## src/design/vtpm_pkg.sv

```systemverilog
// Shared constants, sine table and pipeline word types for the modulator.
// No dependencies; imported by every design module except the checker.
package vtpm_pkg;

  localparam int SINE_TABLE_ENTRIES = 256;
  localparam int QLEN   = (SINE_TABLE_ENTRIES / 4 > 0) ? SINE_TABLE_ENTRIES / 4 : 1;
  localparam int FULL   = 4 * QLEN;
  localparam int IDX_W  = $clog2(FULL);
  localparam int QIDX_W = $clog2(QLEN + 1);

  localparam longint Q30_ONE = 64'sd1073741824;
  localparam longint POLY_A1 = 64'sd1686629713;
  localparam longint POLY_A3 = 64'sd693598668;
  localparam longint POLY_A5 = 64'sd85569305;
  localparam longint POLY_A7 = 64'sd5026995;
  localparam longint POLY_A9 = 64'sd172272;

  localparam logic [15:0]        AMP_MAX        = 16'd32768;
  localparam logic signed [31:0] SQRT3_HALF_Q15 = 32'sd28378;
  localparam logic [16:0]        DUTY_CENTRE    = 17'd16384;
  localparam logic signed [50:0] ROUND_HALF     = 51'sd1073741824;

  localparam logic [0:0] REG_MODULATION_MODE = 1'b0;

  typedef logic [15:0] qtab_t [0:QLEN];

  // Quarter-wave sine in Q15: odd degree-9 polynomial in Q30, evaluated at elaboration.
  function automatic qtab_t build_qtab();
    qtab_t  t;
    longint x;
    longint x2;
    longint p;
    longint y;
    for (int r = 0; r <= QLEN; r++) begin
      x  = (longint'(r) <<< 30) / QLEN;
      x2 = (x * x) / Q30_ONE;
      p  = POLY_A9;
      p  = -POLY_A7 + (p * x2) / Q30_ONE;
      p  = POLY_A5 + (p * x2) / Q30_ONE;
      p  = -POLY_A3 + (p * x2) / Q30_ONE;
      p  = POLY_A1 + (p * x2) / Q30_ONE;
      y  = (p * x) / Q30_ONE;
      if (y < 0) y = 0;
      y = (y + 64'sd16384) >>> 15;
      if (y > 64'sd32768) y = 64'sd32768;
      t[r] = y[15:0];
    end
    return t;
  endfunction

  localparam qtab_t QTAB = build_qtab();

  typedef struct packed {
    logic              neg;
    logic [QIDX_W-1:0] addr;
  } qsel_t;

  typedef struct packed {
    qsel_t       s_sel;
    qsel_t       c_sel;
    logic [15:0] amp;
  } angle_word_t;

  typedef struct packed {
    logic signed [16:0] sin_v;
    logic signed [16:0] cos_v;
    logic [15:0]        amp;
  } trig_word_t;

  typedef struct packed {
    logic signed [31:0] ka;
    logic signed [31:0] kb;
    logic signed [31:0] kc;
    logic [15:0]        amp;
  } coef_word_t;

  typedef struct packed {
    logic signed [46:0] ua;
    logic signed [46:0] vb;
    logic signed [46:0] wc;
  } phase_word_t;

  typedef struct packed {
    logic [16:0] duty_a;
    logic [16:0] duty_b;
    logic [16:0] duty_c;
  } duty_word_t;

endpackage

```

## src/design/vtpm_mult.sv

```systemverilog
// Phase voltage products: constant weights, then amplitude multiply.
// Depends on vtpm_pkg (word types, sqrt(3)/2 constant).
module vtpm_mult
  import vtpm_pkg::*;
(
  input  logic        clk,
  input  logic        rst,
  input  logic        in_valid,
  output logic        in_ready,
  input  trig_word_t  in_word,
  output logic        out_valid,
  input  logic        out_ready,
  output phase_word_t out_word
);

  logic        v1;
  logic        v2;
  logic        rdy1;
  logic        rdy2;
  coef_word_t  st1;
  coef_word_t  st1_next;
  phase_word_t st2;
  phase_word_t st2_next;

  logic signed [31:0] s_w;
  logic signed [31:0] c_w;
  logic signed [31:0] s_k;
  logic signed [31:0] c_half;
  logic signed [16:0] amp_s;
  logic signed [48:0] pa;
  logic signed [48:0] pb;
  logic signed [48:0] pc;

  assign rdy2     = !v2 || out_ready;
  assign rdy1     = !v1 || rdy2;
  assign in_ready = rdy1;

  always_comb begin
    s_w         = 32'(in_word.sin_v);
    c_w         = 32'(in_word.cos_v);
    s_k         = s_w * SQRT3_HALF_Q15;
    c_half      = c_w <<< 14;
    st1_next.ka = c_w <<< 15;
    st1_next.kb = s_k - c_half;
    st1_next.kc = -c_half - s_k;
    st1_next.amp = in_word.amp;
  end

  // Results stay exact: |amp| <= 2^15 and |k| < 2^31, so 47 bits hold them.
  always_comb begin
    amp_s       = $signed({1'b0, st1.amp});
    pa          = amp_s * st1.ka;
    pb          = amp_s * st1.kb;
    pc          = amp_s * st1.kc;
    st2_next.ua = pa[46:0];
    st2_next.vb = pb[46:0];
    st2_next.wc = pc[46:0];
  end

  always_ff @(posedge clk) begin
    if (rst) begin
      v1 <= 1'b0;
      v2 <= 1'b0;
    end else begin
      if (rdy1) v1 <= in_valid;
      if (rdy2) v2 <= v1;
    end
  end

  always_ff @(posedge clk) begin
    if (rdy1 && in_valid) st1 <= st1_next;
    if (rdy2 && v1) st2 <= st2_next;
  end

  assign out_valid = v2;
  assign out_word  = st2;

endmodule

```

## config.mk

```make
export PLATFORM = sky130hd
export DESIGN_NAME = vtpm_mult
export DESIGN_NICKNAME = d
export VERILOG_FILES = /design/src/design/vtpm_pkg.sv /design/src/design/vtpm_mult.sv
export SDC_FILE = /design/constraint.sdc
export NUM_CORES = 2
export LEC_CHECK = 0
export ABC_AREA = 1
export BUFFER_PORTS_ARGS = -buffer_cell sky130_fd_sc_hd__buf_4
export CAP_MARGIN = 20
export CORE_AREA = 5 5 272 474
export CTS_CLUSTER_SIZE = 28
export DETAILED_ROUTE_END_ITERATION = 16
export DIE_AREA = 0 0 277 479
export PLACE_DENSITY = 0.7
export SKIP_CTS_REPAIR_TIMING = 1
export SYNTH_ARGS = -nofsm -noshare
export SYNTH_HDL_FRONTEND = slang
export SYNTH_SLANG_ARGS = --single-unit
export TNS_END_PERCENT = 10
```

## constraint.sdc

```tcl
create_clock -name clk -period 7.2 [get_ports clk]
set_clock_uncertainty 0.1 [all_clocks]
set_input_delay 1.08 -clock clk [delete_from_list [all_inputs] [get_ports clk]]
set_output_delay 1.08 -clock clk [all_outputs]
set_load 0.1 [all_outputs]
```

* Word-level counts from Yosys, hierarchy flattened
Index checks and enable logic that the tools add are counted.
Storage, ports and cells: word-level logic and storage cells 22, output and inout bits 143, input port bits 54, flip-flop bits (word level) 240
Cells by class: multipliers 4, add/sub/neg operators 3, reductions and logical operators 6
Operators with widths (number):
- multiplier 17 x 32 -> 47 bit | 2
- multiplier 17 x 17 -> 32 bit | 1
- negator 31 -> 32 bit | 1
- subtractor 32 x 31 -> 32 bit | 1
- subtractor 32 bit | 1
- multiplier 17 x 15 -> 31 bit (second input constant) | 1
- logical AND 1 bit | 2
- logical NOT 1 bit | 2
- logical OR 1 bit | 2

* Depth between registers and ports, before layout
depth in word-level cells 4, depth in mapped cells 39, gate-level depth less buffers 39

* Least setup slack after synthesis
OpenSTA, ideal clock, no wires.
kind input to register, start input out_ready, end register st2, in the netlist out_word[109], enable pin, data required time 6455 ps, setup time 645 ps, stages on the path 2, buffers on the path 0, slack -586 ps, arrival time 7041 ps, cells stage by stage inv_1 -> a21oi_1
Between the ends: word-level cells in the longest chain between the ends 2
RTL lines:
- start, declared | RTL line vtpm_mult.sv:12 | input logic out_ready,
- logical OR 1 bit | RTL line vtpm_mult.sv:34 | assign rdy2 = !v2 || out_ready;
- logical AND 1 bit | RTL line vtpm_mult.sv:72 | if (rdy2 && v1) st2 <= st2_next;
- end signal, assigned | RTL line vtpm_mult.sv:72
- end, declared | RTL line vtpm_mult.sv:22 | phase_word_t st2;
Every way passes these cells. A chain may end at the register's enable or synchronous reset.

==> metrics.md <==
| Metric | Value |
|---|---|
| DRC | `0` |
| CTS sink cnt | `219` |
| Final worst-path cycle share | `96.5%` |
| Final WL | `189000 um` |
| Crit path launch type | `input pin` |
| Initial antenna violation count | `7` |
| Setup TNS | `0 ps` |
| Syn_area_per_cell | `8.04 um2` |
| Port buffer count | `179` |
| Placed cell count | `9656` |
| Leading post-synthesis cells by cell area | `fa_1 41%, inv_1 14%, nand2_1 12%, edfxtp_1 11%, ha_1 10%` |
| GPL Wtd Cong | `0.988` |
| Max-slew violation count | `0` |
| Largest net degree at the start of global routing | `124` |
| Fin nets | `9859` |
| DR iter-0 viols | `2931` |
| I/O Pins | `197` |
| Final std cells w/o fill | `9709` |
| Dpl ws | `-551 ps` |
| Post-synth top flop | `edfxtp_1` |
| Post-synthesis async set-or-reset flop share | `0%` |
| Final ANT Viol Nets | `0` |
| Synth cell types | `47` |
| Most frequent cell after synthesis | `inv_1` |
| Root Buffer | `clkbuf_16` |
| CTS clk-pin slew, worst paths | `60 ps` |
| CTS tree | `done` |
| Worst EP required | `7530 ps` |
| Data arrival, critical path | `7280 ps` |
| Routed vias/inst | `5.14` |
| Synthesis-to-finish area growth | `11.1%` |
| Die H | `479 um` |
| Cell family with most CP delay | `adder cells` |
| DRT Pass-1 Iters | `6` |
| Part of the Yosys area used for sequential elements | `10.6%` |
| Status | `complete, no violations` |
| CTS Buf Count | `28` |
| Vias in the first global route | `55600` |
| Worst Max-Slew Pin Slew | `1280 ps` |
| Crit path buffers/inverters | `10` |
| H-tree depth | `1` |
| Max cap viols | `0` |
| Post-DP HPWL | `160000 um` |
| Vias | `49900` |
| Commonest cells post-synth | `2260 x inv_1, 1960 x nand2_1, 1260 x fa_1, 511 x ha_1, 277 x nor2_1` |
| Clk_lat worst skew | `660 ps` |
| Routed len/inst | `19.5 um` |
| Grt total ovfl | `0` |
| Post-synth EDFFs | `217` |
| # setup viols final | `0` |
| Yosys top cell by area | `fa_1` |
| Launch point of the worst reg-to-reg path | `amp_s[4]` |
| Die area | `133000 um2` |
| FF+latch count, synth | `219` |
| Netlist Area Pre-Place | `61900 um2` |
| First-pass GRT wire length | `298000 um` |
| Crit path largest cell delay | `570 ps` |
| Share of layout cells above drive strength 1 | `9.60%` |
| GR Util All Layers | `28.7%` |
| Rel. slew slack | `14.4%` |
| Tmin final | `6950 ps` |
| Hold path startpoint | `v1` |
| Post-synthesis cell count | `7696` |
| Final Core Density | `55.1%` |
| Row count | `172` |
| Hold crit path type | `flop to flop` |
| Crit path capture type | `flop` |
| YS warnings | `0` |
| Cell at the slowest stage of the critical path | `fa_1` |
| Die Wd | `277 um` |
| Worst Setup SP | `in_word[38]` |
| Worst setup margin | `251 ps` |
| Kind of critical path | `input pin to flop` |
| Final hold violation count | `0` |
| RSZ-0062 raised after global routing | `true` |
| Core area | `125000 um2` |
| Yosys top cell area share | `40.8%` |
| Maximum clock insertion buffer count | `3` |
| Initial Utilization | `49.6%` |
| Max Fclk | `144 MHz` |
| Worst-path fanout max | `5` |
-- layout make-up --
class                           count  area (um2)
Fill cell                       11800       56100
Multi-Input combinational cell   4911       45900
Inverter                         2264        8500
Sequential cell                   219        6560
Timing Repair Buffer              610        4830
Tap cell                         1653        2070
Clock buffer                       31         712
Clock inverter                     18         183
Antenna cell                        3        7.51
-- cells by family (layout without fill, tap and decap cells) --
family          count (synthesis)  count (layout)  share of synthesized area (%)
other cells                     1              20                        0.00606
xor+xnor                      158             158                           2.24
simple gates                 2535            2535                           16.3
fa+ha+maj                    1771            1771                           51.1
compound gates                430             430                           3.97
flops                         219             219                           10.6
buf+inv                      2582            2923                           15.8
-- layout by cell type (no fill, tap or decap), drive strengths merged, types with 2 or more instances in the layout --
cell	Yosys	layout
clkbuf	274	31
o21bai	36	36
o211ai	9	9
and2	4	4
nor3	25	25
nand3	157	157
xnor2	49	49
nor4	7	7
a31oi	11	11
a21o	26	26
diode	0	3
nand4	51	51
nand2b	2	2
edfxtp	217	217
dfxtp	2	2
inv	2264	2271
xor2	109	109
a31o	2	2
ha	511	511
nand3b	8	8
a21boi	11	11
bufinv	0	2
conb	1	17
nand2	1974	1974
buf	44	610
o21a	5	5
o21ai	109	109
or2	23	23
nor2	282	282
fa	1260	1260
a21oi	219	219
clkinv	0	9
-- state kept, by name, indices dropped and copies added (netlist names) --
register and cells:
amp_s 16, out_valid 1, out_word 123, st1 78
v1 1
-- path summary, 6_finish.rpt --
kind | end | slack, ps | cells after the start
max reg2reg | out_word[93] | 250 | 21
min reg2reg | out_valid | 430 | 2
min | out_valid | 430 | 2
max | st1[34] | 250 | 31
-- worst register-to-register path, delay by kind of cell (launching register included) --
| kind | cells | cell delay [ps] |
|---|---|---|
| buf+inv | 6 | 770 |
| fa+ha+maj | 7 | 3470 |
| compound gates | 3 | 600 |
| simple gates | 5 | 670 |
| flops | 1 | 1080 |
-- metrics by stage --
| stage | hold WS, ps | area [um2] |
|---|---|---|
| after floorplan | 363 | 61900 |
| after global placement | 420 | 67600 |
| after detailed placement | 424 | 67600 |
| after CTS | 433 | 68500 |
| after global routing | 458 | 68700 |
| final | 431 | 68700 |
-- per-layer routing --
layer	track usage [%]	vias up	share of wire, %
li1	-	22700	-
met1	29.2	24700	33
met2	54.9	1758	54
met3	3.49	762	5.2
met4	18.6	2	8.4
met5	0	-	0.011
Power is left out: the tool's default activity adds up to more than one toggle a clock period on the data nets, which glitch-free logic cannot reach.
