<file path="src/design/vtpm_pkg.sv">
// Shared constants, sine table and pipeline word types for the modulator.
// No dependencies; imported by every design module except the checker.
package vtpm_pkg;

  localparam int SINE_TABLE_ENTRIES = 256;
  localparam int QLEN   = (SINE_TABLE_ENTRIES / 4 > 0) ? SINE_TABLE_ENTRIES / 4 : 1;
  localparam int FULL   = 4 * QLEN;
  localparam int IDX_W  = $clog2(FULL);
  localparam int QIDX_W = $clog2(QLEN + 1);

  localparam longint Q30_ONE = 64'sd1073741824;
  localparam longint POLY_A1 = 64'sd1686629713;
  localparam longint POLY_A3 = 64'sd693598668;
  localparam longint POLY_A5 = 64'sd85569305;
  localparam longint POLY_A7 = 64'sd5026995;
  localparam longint POLY_A9 = 64'sd172272;

  localparam logic [15:0]        AMP_MAX        = 16'd32768;
  localparam logic signed [31:0] SQRT3_HALF_Q15 = 32'sd28378;
  localparam logic [16:0]        DUTY_CENTRE    = 17'd16384;
  localparam logic signed [50:0] ROUND_HALF     = 51'sd1073741824;

  localparam logic [0:0] REG_MODULATION_MODE = 1'b0;

  typedef logic [15:0] qtab_t [0:QLEN];

  // Quarter-wave sine in Q15: odd degree-9 polynomial in Q30, evaluated at elaboration.
  function automatic qtab_t build_qtab();
    qtab_t  t;
    longint x;
    longint x2;
    longint p;
    longint y;
    for (int r = 0; r <= QLEN; r++) begin
      x  = (longint'(r) <<< 30) / QLEN;
      x2 = (x * x) / Q30_ONE;
      p  = POLY_A9;
      p  = -POLY_A7 + (p * x2) / Q30_ONE;
      p  = POLY_A5 + (p * x2) / Q30_ONE;
      p  = -POLY_A3 + (p * x2) / Q30_ONE;
      p  = POLY_A1 + (p * x2) / Q30_ONE;
      y  = (p * x) / Q30_ONE;
      if (y < 0) y = 0;
      y = (y + 64'sd16384) >>> 15;
      if (y > 64'sd32768) y = 64'sd32768;
      t[r] = y[15:0];
    end
    return t;
  endfunction

  localparam qtab_t QTAB = build_qtab();

  typedef struct packed {
    logic              neg;
    logic [QIDX_W-1:0] addr;
  } qsel_t;

  typedef struct packed {
    qsel_t       s_sel;
    qsel_t       c_sel;
    logic [15:0] amp;
  } angle_word_t;

  typedef struct packed {
    logic signed [16:0] sin_v;
    logic signed [16:0] cos_v;
    logic [15:0]        amp;
  } trig_word_t;

  typedef struct packed {
    logic signed [31:0] ka;
    logic signed [31:0] kb;
    logic signed [31:0] kc;
    logic [15:0]        amp;
  } coef_word_t;

  typedef struct packed {
    logic signed [46:0] ua;
    logic signed [46:0] vb;
    logic signed [46:0] wc;
  } phase_word_t;

  typedef struct packed {
    logic [16:0] duty_a;
    logic [16:0] duty_b;
    logic [16:0] duty_c;
  } duty_word_t;

endpackage

</file>
<file path="src/design/vtpm_inject.sv">
// Min-max zero-sequence term (zero in plain sinusoidal mode) and duty rounding, two register stages.
// Depends on vtpm_pkg (word types, rounding constants).
module vtpm_inject
  import vtpm_pkg::*;
(
  input  logic        clk,
  input  logic        rst,
  input  logic        mode,
  input  logic        in_valid,
  output logic        in_ready,
  input  phase_word_t in_word,
  output logic        out_valid,
  input  logic        out_ready,
  output duty_word_t  out_word
);

  logic               v1;
  logic               v2;
  logic               rdy1;
  logic               rdy2;
  phase_word_t        ph;
  logic signed [47:0] zs;
  logic signed [47:0] zs_next;
  duty_word_t         st2;
  duty_word_t         st2_next;

  logic signed [46:0] hi;
  logic signed [46:0] lo;

  // duty = centre + floor((2x - m + 2^30) / 2^31), low 17 bits kept
  function automatic logic [16:0] finish(input logic signed [46:0] x,
                                         input logic signed [47:0] m);
    logic signed [50:0] n;
    logic [16:0]        q;
    n = (51'(x) <<< 1) - 51'(m) + ROUND_HALF;
    q = n[47:31];
    return q + DUTY_CENTRE;
  endfunction

  assign rdy2     = !v2 || out_ready;
  assign rdy1     = !v1 || rdy2;
  assign in_ready = rdy1;

  always_comb begin
    hi = in_word.ua;
    lo = in_word.ua;
    if (in_word.vb > hi) hi = in_word.vb;
    if (in_word.wc > hi) hi = in_word.wc;
    if (in_word.vb < lo) lo = in_word.vb;
    if (in_word.wc < lo) lo = in_word.wc;
    zs_next = mode ? (48'(hi) + 48'(lo)) : 48'sd0;
  end

  always_comb begin
    st2_next.duty_a = finish(ph.ua, zs);
    st2_next.duty_b = finish(ph.vb, zs);
    st2_next.duty_c = finish(ph.wc, zs);
  end

  always_ff @(posedge clk) begin
    if (rst) begin
      v1 <= 1'b0;
      v2 <= 1'b0;
    end else begin
      if (rdy1) v1 <= in_valid;
      if (rdy2) v2 <= v1;
    end
  end

  always_ff @(posedge clk) begin
    if (rdy1 && in_valid) begin
      ph <= in_word;
      zs <= zs_next;
    end
    if (rdy2 && v1) st2 <= st2_next;
  end

  assign out_valid = v2;
  assign out_word  = st2;

endmodule

</file>
<file path="config.mk">
export PLATFORM = sky130hd
export DESIGN_NAME = vtpm_inject
export DESIGN_NICKNAME = d
export VERILOG_FILES = /design/src/design/vtpm_pkg.sv /design/src/design/vtpm_inject.sv
export SDC_FILE = /design/constraint.sdc
export NUM_CORES = 1
export LEC_CHECK = 0
export ABC_AREA = 1
export BUFFER_PORTS_ARGS = -buffer_cell sky130_fd_sc_hd__clkbuf_2
export CAP_MARGIN = 20
export CELL_PAD_IN_SITES_DETAIL_PLACEMENT = 2
export CELL_PAD_IN_SITES_GLOBAL_PLACEMENT = 2
export CORE_MARGIN = 2
export CORE_UTILIZATION = 40
export CTS_CLUSTER_SIZE = 25
export DETAILED_ROUTE_END_ITERATION = 16
export PLACE_DENSITY = 0.95
export SETUP_SLACK_MARGIN = 0.3
export SLEW_MARGIN = 25
export SYNTH_ARGS = -nofsm -noshare
export SYNTH_HDL_FRONTEND = slang
export SYNTH_SLANG_ARGS = --single-unit
</file>
<file path="constraint.sdc">
create_clock -name clk -period 13.4 [get_ports clk]
set_input_delay 2.68 -clock clk [delete_from_list [all_inputs] [get_ports clk]]
set_output_delay 2.68 -clock clk [all_outputs]
set_load 0.01 [all_outputs]
</file>
## After elaboration in Yosys (flattened, before gate mapping)

Cells that the tools add are included.

- Output and inout bits: 53
- Word-level logic and storage cells: 33
- Flip-flop bits (word level): 242
- Input port bits: 146

- Mux-type cells: 4
- Add/sub/neg operators: 10
- Reductions and logical operators: 6
- Magnitude comparators: 4

Operator list:

| cell | count |
|---|---|
| $mux W47 | 4 |
| $add A48 B32 Y48 const B | 3 |
| $sub A48 B48 Y48 | 3 |
| $gt A47 B47 Y1 | 2 |
| $lt A47 B47 Y1 | 2 |
| $add A17 B15 Y17 const B | 3 |
| $add A47 B47 Y48 | 1 |
| $logic_and A1 B1 Y1 | 2 |
| $logic_not A1 Y1 | 2 |
| $logic_or A1 B1 Y1 | 2 |

## Depth between registers and ports, before layout

- Depth in word-level cells: 5
- Mapped depth: 52
- Gate-level depth less buffers: 48

## Least setup slack after synthesis

OpenSTA, ideal clock, no wires.

- Kind: input -> register
- Start: input port in_word[140] (netlist name)
- End: register zs[44], data pin
- Required time: 13.137 ns
- Data arrival time: 8.249 ns
- Path slack: 4.889 ns
- Stages: 43
- Setup time: 0.263 ns
- Buffers on the path: 4
- Cells stage by stage: inv_1 > ha_1 > a21o_1 > nor2_1 > nand2_1 > a21oi_1 > nand3_2 > nand2_2 > nand2_2 > inv_2 > nand2_1 > buf_2 > buf_2 > nand2_1 > o21ai_0 > ha_1 > a21oi_1 > o21a_1 > (+7 left out) > xnor2_1 > nand2_1 > buf_2 > buf_1 > o21ai_0 > ha_1 > fa_1 > nand2_1 > o21ai_1 > a21oi_1 > o21ai_1 > a21oi_1 > o21ai_1 > nand3_1 > o311ai_1 > a21o_1 > o21ai_1 > a21oi_1

- Cells in the longest elaborated chain, start to end: 5
- Elaborated cells on any way between the ends: 9
- Classes of those cells: 1 x add/sub; 4 x order compare; 4 x mux

RTL lines:

| item | line | text |
|---|---|---|
| start, declared | vtpm_inject.sv:11 | `input phase_word_t in_word,` |
| $gt A47 B47 Y1 or $lt A47 B47 Y1 (tied branches) | vtpm_inject.sv:47, vtpm_inject.sv:49 |  |
| $mux W47, on equally long branches | vtpm_inject.sv:47, vtpm_inject.sv:49 |  |
| $gt A47 B47 Y1 or $lt A47 B47 Y1 (tied branches) | vtpm_inject.sv:48, vtpm_inject.sv:50 |  |
| $mux W47, on equally long branches | vtpm_inject.sv:48, vtpm_inject.sv:50 |  |
| $add A47 B47 Y48 (*) | vtpm_inject.sv:51 | `zs_next = mode ? (48'(hi) + 48'(lo)) : 48'sd0;` |
| end signal, assigned | vtpm_inject.sv:73 | `zs <= zs_next;` |
| end, declared | vtpm_inject.sv:22 | `logic signed [47:0] zs;` |

Mark *: on every way between the ends. The rest lies on a longest branch, timed or not.
A chain may end at the register's enable or synchronous reset.

## Worst setup path after layout

Same ends and word-level chain as after synthesis.

==> impl_metrics.ini <==
[outcome]
status = completed

[timing]
slew_headroom_pct = 21.8
postLayoutSetupSlackWorst_ns = 1.11
clock_skew_ns = 0.0259
totalNegativeSetupSlack_ns = 0
setup_viol = 0
rsz0062_at_grt = no
period_share_pct = 91.8
worst_pin_slew_ns = 1.17
period_minus_slack_ns = 12.29
max_freq_mhz = 81.3
hold_viol = 0
finalMaxSlewViolations = 0

[floorplan]
core_um2 = 60100
start_util_pct = 40.3
die_y_um = 250
fp-row-count = 90
die_w_um = 250
die_area_um2 = 62600
boundaryPins = 199

[min_path]
hold_class = register to register

[synthesis]
synthMostInstantiatedCell = nand2_1
syn_inst = 3098
yosysTopAreaCell = edfxtp_1
yosysSeqAreaShare_pct = 29.9
synthArstFlopShare_pct = 0
avgSynthCellArea_um2 = 7.83
synthTopCellsByArea = edfxtp_1 30%, ha_1 24%, a21oi_1 8.0%
yosysTopAreaCellShare_pct = 29.7
synth_nets = 3708
ys_types = 47
synth_edf_count = 240
yosys-top-cells-count = 514 x nand2_1, 463 x ha_1, 445 x inv_1
synth_warnings = 0
synth_ff_type = edfxtp_1
synth-seq-cells = 242
syn_area_um2 = 24200

[power_and_ir_drop]
ir_drop_uv = 90.6
power.leakage_nw = 13.0
p_per_area_nw_per_um2 = 230

[worst_setup_path]
max_stage_delay_ns = 1.01
startpoint = in_word[140]
crit_cells = 38
critPathLaunchType = primary input
worstSetupEndpointType = register
cp_top_family = compound AO/OA/AOI/OAI gates
reg2reg_depth = 17
cpMaxStageDelayCell = a221oi_1
crit_end = zs[44]
required_ns = 13.70
critPathKind = primary input to register
reg2reg_setup_slack_ns = 8.80
worstPathMaxFanout = 60
worstPathArrival_ns = 12.59
r2r-end = out_word[50]
r2r-start = zs[39]
cp.buffers_inverters = 5

[clock_network]
clkTransAtPathRegs_ns = 0.06
cts.sinks = 242
post-cts-setup-buffers = 0
h-tree-depth = 2
root_buffer = clkbuf_16
cts_hold_buf = 0
cts-resized-gates = 0
cts_tree = built
numCtsBuffers = 34
insertion_delay_ns = 0.58
clk_path_buf_depth = 3

[detailed_routing]
drtIter0Drc = 2106
route.vias.total = 25300
first_pass_iters = 5
wl_per_cell_um = 29.0
vias_per_cell = 6.15
routed_wl_mm = 119
ant_nets = 0
drc = 0

[job]
maxCapViolCount = 0

[placement]
place_congestion = 0.964
place_ws_ns = 0.773
portBuffers = 198
place_area_um2 = 26000
dp.cells = 4033
dpl.hpwl_mm = 94.3

[final_layout]
drive_gt1_share_pct = 8.15
fin_nets = 3897
fin_area_um2 = 27100
final_util_pct = 45.1
finalNonFillerCells = 4108
area_growth_pct = 12.0

[global_routing]
track_usage_pct = 36.9
antenna_found_initial = 10
grt_pass1_vias = 27500
grt_pass1_wl_mm = 174
grt-ovfl-total = 0
grt_max_degree = 91
[power breakdown]
| part | total [mW] | leakage, nW | switching, mW | internal, mW |
|---|---|---|---|---|
| combinational | 4.13 | 10.1 | 2.88 | 1.26 |
| clock | 0.954 | 0.527 | 0.409 | 0.545 |
| sequential | 1.15 | 2.36 | 0.0663 | 1.08 |
| total | 6.23 | 13.0 | 3.35 | 2.88 |
[layout by cell type, fill, tap and decap left out, drive strengths merged, types with 2 or more instances in the layout]
master      n
and2        4
o21a       32
and3        2
o21ai     249
xnor2      24
clkbuf    236
o221ai     13
o31ai       5
a21o        8
o21bai      9
buf         8
nand3     148
a211oi     10
dfxtp       2
clkinv     15
nor3       32
a21boi      5
a21oi     389
nand2     520
nor2      278
inv       448
a31oi      39
ha        463
clkinvlp    2
a221oi      3
xor2       37
edfxtp    240
diode      15
o311ai      4
o2111ai    10
nand4      29
nor4       17
bufinv      4
nand3b      3
o211ai     18
[how the worst min path moves through the flow]
| stage | end | start | slack, ns | depth (start not counted) |
|---|---|---|---|---|
| 2_1_floorplan | out_valid | v1 | 0.44 | 2 |
| 3_3_place_gp | out_valid | v1 | 0.51 | 2 |
| 3_5_place_dp | v1 | v1 | 0.55 | 2 |
| 4_1_cts | out_valid | v1 | 0.56 | 2 |
| 5_1_grt | out_valid | v1 | 0.57 | 2 |
| 6_report | out_valid | v1 | 0.55 | 2 |
[registers in the layout (all words and copies together) (netlist names)]
name,count
out_valid,1
out_word,51
v1,1
zs,48
ph,141
[worst min-delay path, stage by stage, from the launching register on]
cell and delay (ns):
dfxtp_1 0.31, inv_1 0.11, a21oi_1 0.09
[cells by family after synthesis]
logic type,after synthesis,share of synthesized area (%)
AOI/OAI and AO/OA,797,18.1
xor gates and xnor gates,61,2.20
adders and majority gates,464,24.0
buffers and inverters,500,8.16
DFF,242,29.9
and+or+nand+nor,1034,17.7
[area by class of cell]
cell class / instances / area [µm²]
Antenna cell: 15 / 37.5
Clock buffer: 38 / 866
Clock inverter: 22 / 226
Fill cell: 6957 / 33000
Inverter: 447 / 1680
Multi-Input combinational cell: 2356 / 15100
Sequential cell: 242 / 7250
Tap cell: 782 / 978
Timing Repair Buffer: 206 / 1050
[metal layers]
| metal | track usage (%) | part of all wire (%) | vias up |
|---|---|---|---|
| met1 | 47.5 | 42 | 12800 |
| met5 | 0 | 0 | - |
| met4 | 16.3 | 4.9 | 0 |
| li1 | - | - | 11200 |
| met3 | 4.12 | 6.1 | 292 |
| met2 | 62.3 | 47 | 1038 |
[metrics by stage]
step	power, mW	hold WS, ns
after detailed placement	5.07	0.548
final	6.23	0.554
after floorplan	3.67	0.445
after CTS	6.11	0.564
after global routing	6.60	0.574
after global placement	4.75	0.507
(Power assumes the default switching activity.)
