<file path="config.mk">
export PLATFORM = sky130hd
export DESIGN_NAME = vtpm_trig
export DESIGN_NICKNAME = d
export VERILOG_FILES = /design/src/design/vtpm_pkg.sv /design/src/design/vtpm_trig.sv
export SDC_FILE = /design/constraint.sdc
export NUM_CORES = 1
export LEC_CHECK = 0
export ABC_AREA = 1
export BUFFER_PORTS_ARGS = -buffer_cell sky130_fd_sc_hd__buf_2
export CORE_UTILIZATION = 30
export DETAILED_ROUTE_END_ITERATION = 7
export PLACE_DENSITY = 0.57
export SLEW_MARGIN = 20
export SYNTH_ARGS = -nofsm -noshare
export SYNTH_HDL_FRONTEND = slang
export SYNTH_SLANG_ARGS = --single-unit
</file>
<file path="constraint.sdc">
create_clock -name clk -period 5.7 [get_ports clk]
set_clock_uncertainty 0.15 [all_clocks]
set_input_delay 0.855 -clock clk [delete_from_list [all_inputs] [get_ports clk]]
set_output_delay 0.855 -clock clk [all_outputs]
set_load 0.005 [all_outputs]
</file>
<file path="src/design/vtpm_pkg.sv">
// Shared constants, sine table and pipeline word types for the modulator.
// No dependencies; imported by every design module except the checker.
package vtpm_pkg;

  localparam int SINE_TABLE_ENTRIES = 256;
  localparam int QLEN   = (SINE_TABLE_ENTRIES / 4 > 0) ? SINE_TABLE_ENTRIES / 4 : 1;
  localparam int FULL   = 4 * QLEN;
  localparam int IDX_W  = $clog2(FULL);
  localparam int QIDX_W = $clog2(QLEN + 1);

  localparam longint Q30_ONE = 64'sd1073741824;
  localparam longint POLY_A1 = 64'sd1686629713;
  localparam longint POLY_A3 = 64'sd693598668;
  localparam longint POLY_A5 = 64'sd85569305;
  localparam longint POLY_A7 = 64'sd5026995;
  localparam longint POLY_A9 = 64'sd172272;

  localparam logic [15:0]        AMP_MAX        = 16'd32768;
  localparam logic signed [31:0] SQRT3_HALF_Q15 = 32'sd28378;
  localparam logic [16:0]        DUTY_CENTRE    = 17'd16384;
  localparam logic signed [50:0] ROUND_HALF     = 51'sd1073741824;

  localparam logic [0:0] REG_MODULATION_MODE = 1'b0;

  typedef logic [15:0] qtab_t [0:QLEN];

  // Quarter-wave sine in Q15: odd degree-9 polynomial in Q30, evaluated at elaboration.
  function automatic qtab_t build_qtab();
    qtab_t  t;
    longint x;
    longint x2;
    longint p;
    longint y;
    for (int r = 0; r <= QLEN; r++) begin
      x  = (longint'(r) <<< 30) / QLEN;
      x2 = (x * x) / Q30_ONE;
      p  = POLY_A9;
      p  = -POLY_A7 + (p * x2) / Q30_ONE;
      p  = POLY_A5 + (p * x2) / Q30_ONE;
      p  = -POLY_A3 + (p * x2) / Q30_ONE;
      p  = POLY_A1 + (p * x2) / Q30_ONE;
      y  = (p * x) / Q30_ONE;
      if (y < 0) y = 0;
      y = (y + 64'sd16384) >>> 15;
      if (y > 64'sd32768) y = 64'sd32768;
      t[r] = y[15:0];
    end
    return t;
  endfunction

  localparam qtab_t QTAB = build_qtab();

  typedef struct packed {
    logic              neg;
    logic [QIDX_W-1:0] addr;
  } qsel_t;

  typedef struct packed {
    qsel_t       s_sel;
    qsel_t       c_sel;
    logic [15:0] amp;
  } angle_word_t;

  typedef struct packed {
    logic signed [16:0] sin_v;
    logic signed [16:0] cos_v;
    logic [15:0]        amp;
  } trig_word_t;

  typedef struct packed {
    logic signed [31:0] ka;
    logic signed [31:0] kb;
    logic signed [31:0] kc;
    logic [15:0]        amp;
  } coef_word_t;

  typedef struct packed {
    logic signed [46:0] ua;
    logic signed [46:0] vb;
    logic signed [46:0] wc;
  } phase_word_t;

  typedef struct packed {
    logic [16:0] duty_a;
    logic [16:0] duty_b;
    logic [16:0] duty_c;
  } duty_word_t;

endpackage

</file>
<file path="src/design/vtpm_trig.sv">
// Angle decode and quarter-wave sine/cosine lookup, two register stages.
// Depends on vtpm_pkg (table, widths, word types).
module vtpm_trig
  import vtpm_pkg::*;
(
  input  logic        clk,
  input  logic        rst,
  input  logic        in_valid,
  output logic        in_ready,
  input  logic [15:0] angle_phase,
  input  logic [15:0] amplitude,
  output logic        out_valid,
  input  logic        out_ready,
  output trig_word_t  out_word
);

  logic        v1;
  logic        v2;
  logic        rdy1;
  logic        rdy2;
  angle_word_t st1;
  angle_word_t st1_next;
  trig_word_t  st2;
  trig_word_t  st2_next;

  logic [31:0]      prod;
  logic [IDX_W-1:0] idx_s;
  logic [IDX_W:0]   idx_sum;
  logic [IDX_W-1:0] idx_c;

  // Quadrant fold: compares against Q, 2Q, 3Q so any quarter length works.
  function automatic qsel_t fold(input logic [IDX_W-1:0] i);
    qsel_t            o;
    logic [IDX_W-1:0] r;
    logic             mirror;
    if (i < IDX_W'(QLEN)) begin
      r = i; mirror = 1'b0; o.neg = 1'b0;
    end else if (i < IDX_W'(2 * QLEN)) begin
      r = i - IDX_W'(QLEN); mirror = 1'b1; o.neg = 1'b0;
    end else if (i < IDX_W'(3 * QLEN)) begin
      r = i - IDX_W'(2 * QLEN); mirror = 1'b0; o.neg = 1'b1;
    end else begin
      r = i - IDX_W'(3 * QLEN); mirror = 1'b1; o.neg = 1'b1;
    end
    o.addr = mirror ? QIDX_W'(IDX_W'(QLEN) - r) : QIDX_W'(r);
    return o;
  endfunction

  function automatic logic signed [16:0] lookup(input qsel_t sel);
    logic signed [16:0] mag;
    mag = $signed({1'b0, QTAB[sel.addr]});
    return sel.neg ? -mag : mag;
  endfunction

  assign rdy2     = !v2 || out_ready;
  assign rdy1     = !v1 || rdy2;
  assign in_ready = rdy1;

  always_comb begin
    prod    = 32'(angle_phase) * 32'(FULL);
    idx_s   = prod[IDX_W+15:16];
    idx_sum = {1'b0, idx_s} + (IDX_W+1)'(QLEN);
    idx_c   = (idx_sum >= (IDX_W+1)'(FULL)) ? IDX_W'(idx_sum - (IDX_W+1)'(FULL))
                                             : idx_sum[IDX_W-1:0];
    st1_next.s_sel = fold(idx_s);
    st1_next.c_sel = fold(idx_c);
    st1_next.amp   = (amplitude > AMP_MAX) ? AMP_MAX : amplitude;
  end

  always_comb begin
    st2_next.sin_v = lookup(st1.s_sel);
    st2_next.cos_v = lookup(st1.c_sel);
    st2_next.amp   = st1.amp;
  end

  always_ff @(posedge clk) begin
    if (rst) begin
      v1 <= 1'b0;
      v2 <= 1'b0;
    end else begin
      if (rdy1) v1 <= in_valid;
      if (rdy2) v2 <= v1;
    end
  end

  always_ff @(posedge clk) begin
    if (rdy1 && in_valid) st1 <= st1_next;
    if (rdy2 && v1) st2 <= st2_next;
  end

  assign out_valid = v2;
  assign out_word  = st2;

endmodule

</file>
**Yosys cells after proc, flatten, opt, wreduce, memory -nomap -nowiden**

Memory sizes are Yosys's and may differ from the RTL's.
Cells that the tools add are included.

- Input port bits: 36
- Memories kept: 2
- Memory bits (read-only): 4,096
- Output and inout bits: 52
- Flip-flop bits (word level): 84

- Bitwise operators: 2
- Add/subtract/negate cells: 12
- Reduce and logical (&&, ||, !) cells: 6
- Mux-type cells: 23
- Magnitude comparators: 10

Memories:

| memory | words | bits a word | rd ports | clocked after Yosys merged registers in | wr ports | RTL line | source |
|---|---|---|---|---|---|---|---|
| (no name shown) | 128 | 16 | 1 | 0 | 0 | vtpm_trig.sv:51 | `mag = $signed({1'b0, QTAB[sel.addr]});` |
| (no name shown) | 128 | 16 | 1 | 0 | 0 | vtpm_trig.sv:51 |  |

Operators with widths:

| cell | number |
|---|---|
| $mux W16 | 6 |
| $mux W7 | 8 |
| $neg A16 Y17 | 2 |
| $lt A8 B8 Y1 const B | 4 |
| $sub A7 B7 Y7 const B | 4 |
| $ge A8 B8 Y1 const B | 2 |
| $gt A16 B16 Y1 const B | 1 |
| $lt A8 B7 Y1 const B | 2 |
| $not A7 Y8 | 2 |
| $sub A7 B1 Y7 const B | 2 |
| $sub A7 B7 Y7 const A | 2 |
| $add A8 B7 Y9 const B | 1 |
| $ge A9 B9 Y1 const B | 1 |
| $mux W1 | 8 |
| $mux W8 | 1 |
| $sub A8 B1 Y8 const B | 1 |
| $logic_and A1 B1 Y1 | 2 |
| $logic_not A1 Y1 | 2 |
| $logic_or A1 B1 Y1 | 2 |

**Depth between registers and ports, before layout**

- Word-level depth: 9
- Depth in mapped cells: 17
- Mapped depth without buffers: 17

**Least setup slack after synthesis**

Ideal clock, no wire load.

- Path kind: input -> register
- Start: input out_ready
- End: register st2 (netlist bit out_word[0]) (enable)
- Setup slack: 1.735 ns
- Arrival: 3.341 ns
- Buffers on the path: 0
- Stages on the path: 2
- Data required time: 5.076 ns
- Path through: inv_1 > a21oi_1

- Cells in the longest elaborated chain, start to end: 2

Ends and longest elaborated chain:

| element | RTL line | source |
|---|---|---|
| from (decl) | vtpm_trig.sv:13 | `input logic out_ready,` |
| $logic_or A1 B1 Y1 | vtpm_trig.sv:55 | `assign rdy2 = !v2 \|\| out_ready;` |
| $logic_and A1 B1 Y1 | vtpm_trig.sv:88 | `if (rdy2 && v1) st2 <= st2_next;` |
| to (signal assigned) | vtpm_trig.sv:88 |  |
| to (decl) | vtpm_trig.sv:23 | `trig_word_t st2;` |

No other way between the ends.
A chain may end at the register's enable or synchronous reset.

==> flow_results.org <==
** Clock network
- Buffer type at the clock tree root :: sky130_fd_sc_hd__clkbuf_16
- In this run the post-CTS setup repair buffer count came out at 0.
- Insertion delay of the later-clocked pin in the worst-skew pair :: 0.34 ns
- The clock passes through at most 2 buffers.
- Clock input transition at the sequential cells of the worst setup and hold paths :: 0.06 ns
- Clock tree synthesis inserted a total of 9 buffers.
- Once the clock tree was built, the resizer swapped 0 gates to a different size.
- TritonCTS built the clock tree.
- Hold buffer count at cts :: 0
- Counting every sink on the clock net gives 83.
- Depth of the CTS H-tree :: 3

** Setup path
- Along the worst path, the maximum fanout reaches 17.
- In this run the worst setup path terminates at out_word[43]$_DFFE_PP_.
- The worst register-to-register path ends at out_word[43]$_DFFE_PP_.
- The most critical setup path has its startpoint at st1[24]$_DFFE_PP_.
- Worst endpoint required time :: 5.65 ns
- Counting cells, the worst reg-to-reg path comes to 15.
- CP Launch Type :: flop
- Beginning of the worst register-to-register path :: st1[24]$_DFFE_PP_
- Worst Path Arrival :: 3.49 ns
- The worst setup path is captured at a flop.
- The critical path is of the reg -> reg type.
- Slack of the worst reg-to-reg path :: 2.17 ns

** Detailed routing
- Post-detailed-route DRC marker count :: 0
- Dividing the detail-routed wire length by the instance count gives 14.9 um.
- Number of vias after detailed routing :: 6396
- Wire length reported by the detailed router :: 18.9 mm
- For this block, the initial DRC count from the detailed router was 625.
- Post-route ant nets :: 0
- After detailed routing, the number of vias per cell comes to 5.02.
- Before antenna repair, the detailed router went through 5 iterations.

** Synth
- Summing the areas of all fa, ha and maj instances in the mapped netlist gives 6.79% of the synthesized area.
- By area, the combinational part of the netlist is dominated by simple AND/OR/NAND/NOR gates.
- Post-Synthesis Cell Area :: 0.00664 mm2
- After Yosys synthesis, and, or, nand and nor cells account for 37.2% of the synthesized area.
- In the post-synthesis netlist, the biggest area contributors are sky130_fd_sc_hd__edfxtp_1 (37%), sky130_fd_sc_hd__nand2_1 (18%), sky130_fd_sc_hd__nand3_1 (10%).
- After Yosys synthesis, XOR and XNOR cells account for 2.11% of the synthesized area.
- Counting flops and latches in the post-synthesis netlist gives 83.
- Biggest area consumer among synthesized cells :: sky130_fd_sc_hd__edfxtp_1
- Synthesized netlist cell count :: 931
- Warnings from Yosys :: 0
- Averaged over all synthesized cells, the footprint is 7.13 um2.
- Share of the yosys chip area belonging to registers :: 37.3%
- The top cell type by area accounts for 36.7% of the synthesized area.
- The number of nets in the synthesized netlist is 1003.
- Area fraction in compound gates after synthesis :: 7.71%
- Post-synthesis mux area share :: 0%
- Unique masters post-synth :: 36

** Floorplanning
- In this run the horizontal extent of the chip is 151 um.
- From bottom edge to top edge, the die measures 151 um.
- Once the floorplan was initialized, standard cells occupied 30.5% of the core.
- Overall die area :: 0.0227 mm2
- Count of boundary I/O pins :: 88
- Number of rows in the core area :: 54
- Floorplan core area :: 0.0218 mm2

** Placement
- GP Congestion :: 0.949
- Once detailed placement completed, the half-perimeter wirelength came to 13.8 mm.
- The count of buffers added on input and output ports is 79.

** Power
- VDD IR max :: 0.000133 V
- Sequential cell fraction of total power :: 40.0%
- Per report_power, the clock group accounts for 30.0% of the total.
- Dividing total power by cell area gives a power density of 261 mW/mm2.
- Switching share of total power :: 35.0%
- Static Leakage :: 3.58 nW
- The analysis attributes to net switching a power of 0.683 mW.
- P_int :: 1.27 mW
- Combinational cells account for 30.0% of the total power.

** STA
- Setup violators final :: 0
- In the finished design, the share of the clock period the worst path needs comes to 62.0%.
- Setup repair after global routing left no endpoint under its margin.
- Final number of max-transition violations :: 0
- Worst-case headroom to the max-slew limit :: 34.2%
- Final TNS setup :: 0 ns
- Highest clock rate :: 283 MHz
- Post-route minimum period :: 3.53 ns
- At the pin with the least slew margin, the transition time is 0.987 ns.
- Final-report hold violation count :: 0
- Worst-case hold slack :: 0.264 ns

** Global routing
- The number of global-route vias before repair came to 5649.
- In the global route stage, met3 resource usage came out at 3.18%.
- The first global-routing pass estimated 29.6 mm of wire.
- Global routing consumed, over all layers together, 16.7% of the routing resources.
- Initial antenna violation count :: 0
- Met2 usage in global routing :: 25.6%
- For this run the aggregate overflow at the end of global routing stands at 0.
- Global route hottest layer :: met2
- Global routing used 23.6% of the available met1 tracks.
- Pin count of the biggest net entering global routing :: 49

** Finish
- Leading cell types in the layout, fill and taps excluded :: sky130_fd_sc_hd__nand2_1 (311), sky130_fd_sc_hd__nand3_1 (139), sky130_fd_sc_hd__edfxtp_1 (81), sky130_fd_sc_hd__buf_2 (79), sky130_fd_sc_hd__inv_1 (78)
- Fillers :: 2337
- The multi-input combinational cells in the finished layout cover a total of 0.00358 mm2.
- Diode insertion count for antenna repair :: 0
- Nets :: 1060
- Most common cell after layout, fill and taps aside :: sky130_fd_sc_hd__nand2_1
- Final design utilization :: 34.4%
- The sequential cells in the finished layout cover a total of 0.00247 mm2.
- Fraction of layout cells with a size suffix above 1 :: 13.7%
- Synthesis-to-layout area growth :: 12.9%

** Worst hold path
- HP Class :: reg -> reg

** Outcome
- The flow ran to the end, and the final reports show no timing, DRC or antenna violations.

** Job
- Max-cap violations in this run came to 0.
==> metrics by stage <==
stage          power (mW)  cells  worst slack [ns]  instance area (um2)
2_1_floorplan        1.21    931              1.74                 6640
3_5_place_dp         1.37   1257              2.17                 7190
6_report             1.95   1273              2.17                 7490
5_1_grt              2.07   1273              1.90                 7490
4_1_cts              1.96   1273              2.16                 7490
3_3_place_gp         1.37   1257              2.17                 7190
==> worst min path at each step <==
stage / start / endpoint / cells after the start
after floorplan: st1[0]$_SDFFCE_PN0P_ / out_word[0]$_DFFE_PP_ / 0
after global placement: st1[11]$_SDFFCE_PN0P_ / out_word[11]$_DFFE_PP_ / 0
after detailed placement: st1[12]$_SDFFCE_PN0P_ / out_word[12]$_DFFE_PP_ / 0
after CTS: st1[8]$_SDFFCE_PN0P_ / out_word[8]$_DFFE_PP_ / 0
after global routing: st1[8]$_SDFFCE_PN0P_ / out_word[8]$_DFFE_PP_ / 0
final: st1[8]$_SDFFCE_PN0P_ / out_word[8]$_DFFE_PP_ / 0
==> power by group through the flow <==
stage | logic [mW] | clock network, mW | registers [mW]
2_1_floorplan | 0.442 | 0 | 0.771
3_3_place_gp | 0.577 | 0 | 0.793
3_5_place_dp | 0.575 | 0 | 0.794
4_1_cts | 0.578 | 0.598 | 0.781
5_1_grt | 0.662 | 0.625 | 0.787
6_report | 0.586 | 0.585 | 0.782
==> sequential cells by signal (all words and copies together) (netlist names) <==
register	count
out_word	50
st1	31
out_valid	1
v1	1
==> layer usage <==
| layer | part of all wire [%] | wire, um | vias to the layer above |
|---|---|---|---|
| li1 | - | - | 3187 |
| met3 | 7.8 | 1470 | 39 |
| met1 | 46 | 8790 | 2883 |
| met2 | 44 | 8360 | 287 |
| met4 | 1.6 | 303 | 0 |
| met5 | 0 | 0 | - |
==> final cells by class <==
class	instances	share of cell area [%]
clock inverters	6	0.969
clock buffers	10	3.06
repair buffers	85	5.88
well taps	280	4.68
flip-flops and latches	83	33.0
inverters	91	4.59
multi-input cells	718	47.8
==> cell families after synthesis <==
kind of cell	Yosys count
fa+ha+maj	36
xor+xnor	16
flops	83
simple gates	571
buf+inv	130
compound gates	95
==> worst max-delay path, stage by stage, from the launching register on <==
cell and delay, ns:
sky130_fd_sc_hd__edfxtp_1 0.77, sky130_fd_sc_hd__inv_2 0.36, sky130_fd_sc_hd__ha_1 0.40, sky130_fd_sc_hd__inv_1 0.15
sky130_fd_sc_hd__nand2_1 0.11, sky130_fd_sc_hd__nand2_2 0.13, sky130_fd_sc_hd__o21ai_0 0.08, sky130_fd_sc_hd__nand3_1 0.08
sky130_fd_sc_hd__nand3_1 0.14, sky130_fd_sc_hd__nand3_2 0.14, sky130_fd_sc_hd__ha_1 0.22, sky130_fd_sc_hd__nand3_2 0.15
sky130_fd_sc_hd__o21ai_4 0.21, sky130_fd_sc_hd__nand3_1 0.09, sky130_fd_sc_hd__nand2_1 0.06, sky130_fd_sc_hd__nand2_1 0.04
==> cells in the mapped netlist (all sizes together) <==
master and instances:
nand2 319, nand3 147, inv 88, edfxtp 81
nor2 80, o21ai 49, ha 36, a21oi 34
buf 32, xor2 13, nand4 12, a31oi 7
clkbuf 7, nand3b 4, nor3 4, clkinv 3
nor4 3, o211ai 3, xnor2 3, dfxtp 2
a21boi 1, nor2b 1, o21a 1, or2 1
No activity file was read; power rests on OpenSTA's default activity.
